[config.mk]
export PLATFORM = sky130hd
export DESIGN_NAME = date_validate_and_day_difference
export DESIGN_NICKNAME = d
export VERILOG_FILES = /design/src/sv/ddiff_pkg.sv /design/src/sv/date_validate_and_day_difference.sv
export SDC_FILE = /design/constraint.sdc
export NUM_CORES = 2
export LEC_CHECK = 0
export ABC_CLOCK_PERIOD_IN_PS = 38700
export BUFFER_PORTS_ARGS = -buffer_cell sky130_fd_sc_hd__clkbuf_2
export CAP_MARGIN = 20
export CORE_UTILIZATION = 60
export CTS_BUF_LIST = sky130_fd_sc_hd__clkbuf_4 sky130_fd_sc_hd__clkbuf_8 sky130_fd_sc_hd__clkbuf_16
export DETAILED_ROUTE_END_ITERATION = 6
export MAX_ROUTING_LAYER = met4
export PLACE_DENSITY = 0.78
export SLEW_MARGIN = 20
export SYNTH_ARGS = -nofsm -noshare
export SYNTH_HDL_FRONTEND = slang
export SYNTH_SLANG_ARGS = --single-unit
[constraint.sdc]
create_clock -name clk -period 38.7 [get_ports clk]
set_input_delay 1.935 -clock clk [delete_from_list [all_inputs] [get_ports clk]]
set_output_delay 1.935 -clock clk [all_outputs]
set_load 0.01 [all_outputs]
[src/sv/ddiff_pkg.sv]
`default_nettype none

package ddiff_pkg;

  localparam int YEAR_W  = 14;
  localparam int MONTH_W = 4;
  localparam int DAY_W   = 6;
  localparam int HOUR_W  = 6;
  localparam int MIN_W   = 7;
  localparam int SEC_W   = 7;
  localparam int COUNT_W = 23;
  localparam int STAT_W  = 2;
  localparam int QUO_W   = 8;   // 16383 / 100 fits in 8 bits

  // Reciprocal of 100 as 5243 / 2^19; exact for every 14-bit dividend.
  localparam int RECIP100   = 5243;
  localparam int RECIP_SH   = 19;
  localparam int PROD_W     = YEAR_W + 13;

  localparam logic [STAT_W-1:0] STAT_OK       = 2'd0;
  localparam logic [STAT_W-1:0] STAT_DATE_ERR = 2'd1;
  localparam logic [STAT_W-1:0] STAT_TIME_ERR = 2'd2;

  localparam logic [MONTH_W-1:0] MONTH_FEB = 4'd2;
  localparam logic [MONTH_W-1:0] MONTH_DEC = 4'd12;
  localparam logic [HOUR_W-1:0]  HOUR_MAX  = 6'd23;
  localparam logic [MIN_W-1:0]   MIN_MAX   = 7'd59;
  localparam logic [SEC_W-1:0]   SEC_MAX   = 7'd59;

  typedef struct packed {
    logic [YEAR_W-1:0]  first_year;
    logic [MONTH_W-1:0] first_month;
    logic [DAY_W-1:0]   first_day;
    logic [HOUR_W-1:0]  first_hour;
    logic [MIN_W-1:0]   first_minute;
    logic [SEC_W-1:0]   first_second;
    logic [YEAR_W-1:0]  second_year;
    logic [MONTH_W-1:0] second_month;
    logic [DAY_W-1:0]   second_day;
    logic [HOUR_W-1:0]  second_hour;
    logic [MIN_W-1:0]   second_minute;
    logic [SEC_W-1:0]   second_sec;
  } req_t;

  typedef struct packed {
    logic [STAT_W-1:0]  first_status;
    logic [STAT_W-1:0]  second_status;
    logic [COUNT_W-1:0] day_count;
  } rsp_t;

  function automatic logic [QUO_W-1:0] div100(input logic [YEAR_W-1:0] v);
    logic [PROD_W-1:0] prod;
    prod = {13'd0, v} * PROD_W'(RECIP100);
    return prod[RECIP_SH +: QUO_W];
  endfunction

  function automatic logic leap_year(input logic [YEAR_W-1:0] y);
    logic [QUO_W-1:0]  q;
    logic [YEAR_W-1:0] hundreds;
    q        = div100(y);
    hundreds = YEAR_W'({q, 6'd0}) + YEAR_W'({q, 5'd0}) + YEAR_W'({q, 2'd0});
    return (y[1:0] == 2'd0) && ((y != hundreds) || (q[1:0] == 2'd0));
  endfunction

  function automatic logic [DAY_W-1:0] month_len(input logic [MONTH_W-1:0] m,
                                                 input logic leap);
    logic [DAY_W-1:0] len;
    case (m)
      4'd1, 4'd3, 4'd5, 4'd7, 4'd8, 4'd10, 4'd12: len = 6'd31;
      4'd4, 4'd6, 4'd9, 4'd11:                   len = 6'd30;
      MONTH_FEB:                                 len = leap ? 6'd29 : 6'd28;
      default:                                   len = 6'd0;
    endcase
    return len;
  endfunction

  function automatic logic [8:0] days_before(input logic [MONTH_W-1:0] m);
    logic [8:0] n;
    case (m)
      4'd2:    n = 9'd31;
      4'd3:    n = 9'd59;
      4'd4:    n = 9'd90;
      4'd5:    n = 9'd120;
      4'd6:    n = 9'd151;
      4'd7:    n = 9'd181;
      4'd8:    n = 9'd212;
      4'd9:    n = 9'd243;
      4'd10:   n = 9'd273;
      4'd11:   n = 9'd304;
      4'd12:   n = 9'd334;
      default: n = 9'd0;
    endcase
    return n;
  endfunction

  function automatic logic [STAT_W-1:0] stamp_status(
      input logic [YEAR_W-1:0]  y,
      input logic [MONTH_W-1:0] m,
      input logic [DAY_W-1:0]   d,
      input logic [HOUR_W-1:0]  h,
      input logic [MIN_W-1:0]   mi,
      input logic [SEC_W-1:0]   s,
      input logic               leap);
    logic             date_ok;
    logic             time_ok;
    logic [STAT_W-1:0] st;
    date_ok = (y != '0) && (m inside {[4'd1:MONTH_DEC]}) && (d != '0) &&
              (d <= month_len(m, leap));
    time_ok = (h <= HOUR_MAX) && (mi <= MIN_MAX) && (s <= SEC_MAX);
    st = STAT_OK;
    if (!date_ok) st = st | STAT_DATE_ERR;
    if (!time_ok) st = st | STAT_TIME_ERR;
    return st;
  endfunction

  // Day number with 1-01-01 as day 1.
  function automatic logic [COUNT_W-1:0] day_number(input logic [YEAR_W-1:0]  y,
                                                    input logic [MONTH_W-1:0] m,
                                                    input logic [DAY_W-1:0]   d,
                                                    input logic               leap);
    logic [YEAR_W-1:0]  p;
    logic [QUO_W-1:0]   q;
    logic [COUNT_W-1:0] n;
    p = y - YEAR_W'(1);
    q = div100(p);
    n = {{(COUNT_W-YEAR_W){1'b0}}, p} * COUNT_W'(365);
    n = n + COUNT_W'(p >> 2) - COUNT_W'(q) + COUNT_W'(q >> 2);
    n = n + COUNT_W'(days_before(m)) + COUNT_W'(d);
    if ((m > MONTH_FEB) && leap) n = n + COUNT_W'(1);
    return n;
  endfunction

endpackage

`default_nettype wire

[src/sv/date_validate_and_day_difference.sv]
`default_nettype none

// Gregorian date check and day difference for a pair of date-time stamps.
//
// Request channel (req_valid / req_ready / req): one pair of stamps, each
// year, month, day, hour, minute, second. Response channel (rsp_valid /
// rsp_ready / rsp): a status per stamp (bit 0 date error, bit 1 time error)
// and the absolute number of days between the two dates, forced to 0 when
// either stamp is bad. Time of day never enters the count.
//
// An accepted request lands in the request register and moves on to the
// response register when that register is free or drains now. The block
// takes one request per cycle while the receiver does not stall; the whole
// check and the day-number difference sit in one combinational pass
// between the two registers.
//
// Reset (rst, synchronous) empties both registers; no response is pending.
// When the receiver stalls, the response register holds, the request
// register takes the next request and then holds it, and req_ready drops
// only once both registers are full.
module date_validate_and_day_difference (
  input  wire               clk,
  input  wire               rst,
  input  wire               req_valid,
  output logic              req_ready,
  input  wire ddiff_pkg::req_t req,
  output logic              rsp_valid,
  input  wire               rsp_ready,
  output ddiff_pkg::rsp_t   rsp
);
  import ddiff_pkg::*;

  // Request register.
  logic  hold_valid;
  req_t  hold;
  logic  advance;

  // Combinational pass.
  logic               leap1, leap2;
  logic [STAT_W-1:0]  st1, st2;
  logic [COUNT_W-1:0] dn1, dn2;
  rsp_t               rsp_next;

  // Advance the held request when the response register is free or drains now.
  assign advance   = !rsp_valid || rsp_ready;
  assign req_ready = !hold_valid || advance;

  always_ff @(posedge clk) begin
    if (rst) begin
      hold_valid <= 1'b0;
    end else if (req_ready) begin
      hold_valid <= req_valid;
    end
  end

  always_ff @(posedge clk) begin
    if (req_valid && req_ready) begin
      hold <= req;
    end
  end

  // Validate both stamps and take the difference of their day numbers.
  always_comb begin
    leap1 = leap_year(hold.first_year);
    leap2 = leap_year(hold.second_year);
    st1 = stamp_status(hold.first_year, hold.first_month, hold.first_day,
                       hold.first_hour, hold.first_minute, hold.first_second, leap1);
    st2 = stamp_status(hold.second_year, hold.second_month, hold.second_day,
                       hold.second_hour, hold.second_minute, hold.second_sec, leap2);
    dn1 = day_number(hold.first_year, hold.first_month, hold.first_day, leap1);
    dn2 = day_number(hold.second_year, hold.second_month, hold.second_day, leap2);
    rsp_next.first_status  = st1;
    rsp_next.second_status = st2;
    if ((st1 != STAT_OK) || (st2 != STAT_OK)) begin
      rsp_next.day_count = '0;
    end else if (dn1 > dn2) begin
      rsp_next.day_count = dn1 - dn2;
    end else begin
      rsp_next.day_count = dn2 - dn1;
    end
  end

  // Response register: load when the request moves on, drop when taken.
  always_ff @(posedge clk) begin
    if (rst) begin
      rsp_valid <= 1'b0;
    end else if (advance) begin
      rsp_valid <= hold_valid;
    end
  end

  always_ff @(posedge clk) begin
    if (advance && hold_valid) begin
      rsp <= rsp_next;
    end
  end

`ifndef SYNTHESIS
  // A nonzero count only comes with two valid stamps.
  a_count_needs_valid: assert property (@(posedge clk) disable iff (rst)
    rsp_valid && (rsp.day_count != '0) |->
      (rsp.first_status == STAT_OK) && (rsp.second_status == STAT_OK))
    else $error("day count given for an invalid stamp");

  // An accepted request always lands in the request register.
  a_req_lands: assert property (@(posedge clk) disable iff (rst)
    req_valid && req_ready |=> hold_valid)
    else $error("accepted request lost");

  // Back-pressure reaches the request side only when both registers are full.
  a_ready_drop: assert property (@(posedge clk) disable iff (rst)
    !req_ready |-> hold_valid && rsp_valid && !rsp_ready)
    else $error("request side stalled without cause");

  // After reset neither the request nor the response register holds an item.
  a_reset_empty: assert property (@(posedge clk)
    $past(rst) |-> !rsp_valid && !hold_valid)
    else $error("pending item after reset");
`endif

endmodule

`default_nettype wire

# Yosys cells after proc, flatten, opt, wreduce, memory -nomap -nowiden
# Memory sizes are Yosys's and may differ from the RTL's. A register that Yosys moved wholly into a read port is not among the register bits.
# Cells that the tools add are included.
[word_totals]
output_inout_bits = 29
mem_count = 2
in_bits = 92
mem_bits_ro = 288
regBits = 117
[memory_table]
columns = ["name", "words", "width", "read_ports", "rd_ports_with_merged_regs", "write_ports", "line_no", "source"]
rows = [
  ["(no name shown)", 16, 9, 1, 1, 0, "ddiff_pkg.sv:79", "case (m)"],
  ["(no name shown)", 16, 9, 1, 1, 0, "ddiff_pkg.sv:79", ""],
]
[classes]
multipliers = 6
n_eq_ne = 26
order_cmp = 15
n_reduce_logical = 39
muxes = 13
addsub = 20
[op_table]
columns = ["cell", "n"]
rows = [
  ["$mul A14 B13 Y27 const B", 4],
  ["$add A23 B6 Y23", 4],
  ["$mux W23", 3],
  ["$add A23 B1 Y23 const B", 2],
  ["$add A23 B12 Y23", 2],
  ["$add A23 B9 Y23", 2],
  ["$mul A14 B9 Y23 const B", 2],
  ["$sub A23 B23 Y23", 2],
  ["$sub A23 B8 Y23", 2],
  ["$eq A4 B4 Y1 const B", 10],
  ["$eq A4 B3 Y1 const B", 8],
  ["$pmux W5 S3", 2],
  ["$add A14 B10 Y14", 2],
  ["$add A14 B13 Y14", 2],
  ["$le A7 B6 Y1 const B", 4],
  ["$ne A14 B14 Y1", 2],
  ["$reduce_bool A14 Y1", 2],
  ["$sub A14 B1 Y14 const B", 2],
  ["$gt A23 B23 Y1", 1],
  ["$logic_and A1 B1 Y1", 18],
  ["$eq A4 B2 Y1 const B", 4],
  ["$reduce_or A7 Y1", 2],
  ["$le A6 B5 Y1 const B", 2],
  ["$le A6 B6 Y1", 2],
  ["13 further kinds", 33],
]

# Depth between registers and ports, before layout
[depth]
ltp_word = 14
mapped_depth = 65
depth_no_buf = 62

# Least setup slack after synthesis
# Ideal clock, no wire load.
[synth_path]
path_type = "register -> register"
startpoint = "reg hold[30] (netlist bit)"
endpoint = "reg rsp[21] (netlist bit) (data pin)"
setup_ns = 0.266
path_slack_ns = 24.333
stages_incl_launch_ff = 56
period_less_slack_ns = 14.367
arrival_time_ns = 14.101
path_buffers = 2
cell_sequence = "edfxtp_1 > inv_1 > ha_1 > o21ai_0 > nand2_1 > and3_1 > xnor2_1 > inv_1 > ha_1 > inv_1 > ha_1 > or2_2 > ha_1 > fa_1 > fa_1 > inv_1 > fa_1 > inv_1 > [... 20 more ...] > o21ai_0 > xor2_1 > nand4_1 > or4_1 > xnor2_1 > ha_1 > clkbuf_1 > and2_1 > a221o_1 > a41o_1 > a31oi_2 > o2111ai_1 > nand2_1 > buf_2 > mux2_2 > o211ai_1 > xor2_1 > nor2_1"
[synth_via]
elab_chain_cells = 14
word_cells_on_any_way = 34
[synth_rtl]
columns = ["item", "line_no", "source"]
rows = [
  ["start, declared", "date_validate_and_day_difference.sv:35", "req_t hold;"],
  ["start signal, assigned", "date_validate_and_day_difference.sv:58", "hold <= req;"],
  ["parallel branches: the longest is 14 deep, another holds $mul A14 B9 Y23", "n/a", ""],
  ["end signal, assigned", "date_validate_and_day_difference.sv:94", "rsp <= rsp_next;"],
  ["end, declared", "date_validate_and_day_difference.sv:29", "output ddiff_pkg::rsp_t rsp"],
]
# Parallel ways; which one is timed is not known.
# A chain may end at the register's enable or synchronous reset.

# Final worst setup path
[layout_path]
startpoint = "reg hold[74] (netlist bit)"
endpoint = "reg rsp[20] (netlist bit) (data pin)"
# Same word-level chain as after synthesis.

==> flow_metrics.tcl <==
set metrics [dict create \
    status "complete, no violations" \
    yosys.area_share.simple_pct 7.17 \
    die_w_um 232 \
    yosysMostFrequentCell "inv_1" \
    cts_setup_buffers 0 \
    synth_xor_area_share_pct 7.17 \
    ys.flop_type "edfxtp_1" \
    synth.cell_area_mm2 0.0317 \
    synth_compound_area_share_pct 8.30 \
    synth_edf_count 101 \
    max-slew-margin-rel_pct 29.6 \
    holdBufCountCts 0 \
    tightestPinTransition_ns 1.05 \
    r2r_slack_ns 21.64 \
    rsz0062_at_grt "false" \
    hpwl_um 59900 \
    cpMostUsedCell "inv_1" \
    antenna_cells 0 \
    antenna_found_initial 0 \
    drc 0 \
    fmax_mhz 58.6 \
    hp-class "flop to flop" \
    worstPathArrival_ns 17.29 \
    grt_pass1_vias 23400 \
    dr.pass1.iters 6 \
    grt.overflow.total 0 \
    wire_per_inst_um 17.0 \
    row_count 83 \
    cts_resized 0 \
    slowest_delay_ns 0.69 \
    numCtsBuffers 17 \
    finalCritPeriodShare_pct 44.1 \
    skew_ns 0.0201 \
    syn-instance-count 3274 \
    nNetsFinal 4620 \
    cts_tree "yes" \
    ant_nets 0 \
    num_vias 22400 \
    drive_gt1_share_pct 6.40 \
    slowest_stage "edfxtp_1" \
    yosys_warnings 0 \
    synth_cell_types 78 \
    cts_buffer_depth 2 \
    synth_top_family_by_area "adder cells" \
    syn_nets 4502 \
    ys_ff_latch 121 \
    setup_tns_ns 0 \
    synth_top_area_cell "ha_1" \
    cp-startpoint "hold[74]$_DFFE_PP_" \
    place_congestion 0.973 \
    die_h_um 232 \
    area_growth_pct 6.33 \
    path_clk_slew_ns 0.06 \
    maxCapViolCount 0 \
    synth-seq-area-share_pct 10.8 \
    required_ns 38.93 \
    avgSynthCellArea_um2 9.68 \
    core_mm2 0.0517 \
    initial_core_util_pct 61.3 \
    critical_path_class "flop to flop" \
    hold_path.startpoint "hold_valid$_SDFFE_PP0N_" \
    vias_per_cell 5.49 \
    grt_pass1_wl_um 115000 \
    ios 121 \
    start_kind "flop" \
    path_max_fanout 30 \
    track_usage_pct 28.2 \
    clock-root-buffer "clkbuf_16" \
    cp-end-kind "flop" \
    routed_wl_um 69400 \
    finalHoldViolCount 0 \
    die_area_mm2 0.0538 \
    clk_latency_ns 0.49 \
    min_period_ns 17.06 \
    setup_viol 0 \
    reg2reg_from "hold[74]$_DFFE_PP_" \
    finalMaxSlewViolations 0 \
    ys_async_sr_fraction_pct 0 \
    clock-sinks 121 \
    drt_iter0_drc 1306 \
    n_fill_cell 4062 \
    muxShareOfSynthArea_pct 1.16 \
    synth_top_area_share_pct 28.1 \
    port_buffers 106 \
    ys_top_cells_by_count "inv_1, ha_1, fa_1" \
    h-tree-depth 4 \
    synthTopCellsByArea "ha_1, fa_1, inv_1" \
    synthAdderAreaFrac_pct 54.9 \
    grt_max_degree 76 \
    whs_ns 0.551 \
]
kinds of logic (layout without fill, tap and decap cells):
kind of cell,after synthesis,in the layout
AOI/OAI and AO/OA,396,396
xor gates and xnor gates,254,254
adders and majority gates,1136,1136
buffers and inverters,885,1016
DFF,121,121
muxes,35,35
and+or+nand+nor,447,447
metal layers:
layer / routed length [um] / track usage, % / vias to the layer above
li1: - / - / 10800
met1: 30500 / 35.6 / 10900
met2: 32800 / 45.2 / 621
met3: 4410 / 5.99 / 131
met4: 1750 / 8.74 / 0
met5: 0 / - / -
critical path, delay by kind of cell, from the launching register on:
kind,cells,cell delay (ns)
adder cells (fa/ha/maj),14,5.93
AO/OA/AOI/OAI,15,4.34
AND/OR/NAND/NOR,12,2.77
buffers and inverters,10,1.61
XOR/XNOR,4,1.43
flip-flops,1,0.69
area by class of cell:
| class | count | area [um2] | area share (%) |
|---|---|---|---|
| Multi-Input combinational cell | 2268 | 24900 | 74.0 |
| Sequential cell | 121 | 3430 | 10.2 |
| Inverter | 857 | 3220 | 9.55 |
| Tap cell | 680 | 851 | 2.52 |
| Timing Repair Buffer | 127 | 708 | 2.10 |
| Clock buffer | 18 | 433 | 1.28 |
| Clock inverter | 14 | 116 | 0.345 |
metrics by stage:
stage / instances / instance area (um2) / setup slack [ns] / util, %
floorplan: 3274 / 31700 / 24.33 / -
global placement: 4052 / 33100 / 21.83 / 64.0
detailed placement: 4052 / 33100 / 21.81 / 64.0
CTS: 4084 / 33700 / 21.66 / 65.1
global route: 4085 / 33700 / 20.63 / 65.2
finish: 4085 / 33700 / 21.64 / 65.2
cell usage in the layout (no fill, tap or decap), types with 8 or more instances in the layout:
cell type and count:
o21a_1 18, nor2_1 102, inv_1 856, and2_1 14, o21ai_0 74, a21o_1 41, o211ai_1 18, mux2i_1 20
or3_1 11, xor2_1 95, nand4_1 25, and3_1 16, clkbuf_2 106, ha_1 713, o21bai_1 13, or2_2 22
nand2_1 106, fa_1 423, mux2_2 14, edfxtp_1 101, a211oi_1 20, a31oi_1 13, nor2b_1 18, nand3_1 50
nor4_1 9, buf_4 20, or4_1 8, nand2b_1 16, clkbuf_16 17, xnor2_1 155, dfxtp_1 20, nor3_1 24
a21oi_1 111
final timing paths:
kind	to	cells past startpoint
setup / recovery	rsp[20]$_SDFFCE_PP0P_	55
hold / removal	rsp_valid$_SDFFE_PP0P_	2
setup reg to reg	rsp[20]$_SDFFCE_PP0P_	55
hold reg to reg	rsp_valid$_SDFFE_PP0P_	2
Power is left out: the tool's default activity adds up to more than one toggle a clock period on the data nets, which glitch-free logic cannot reach.
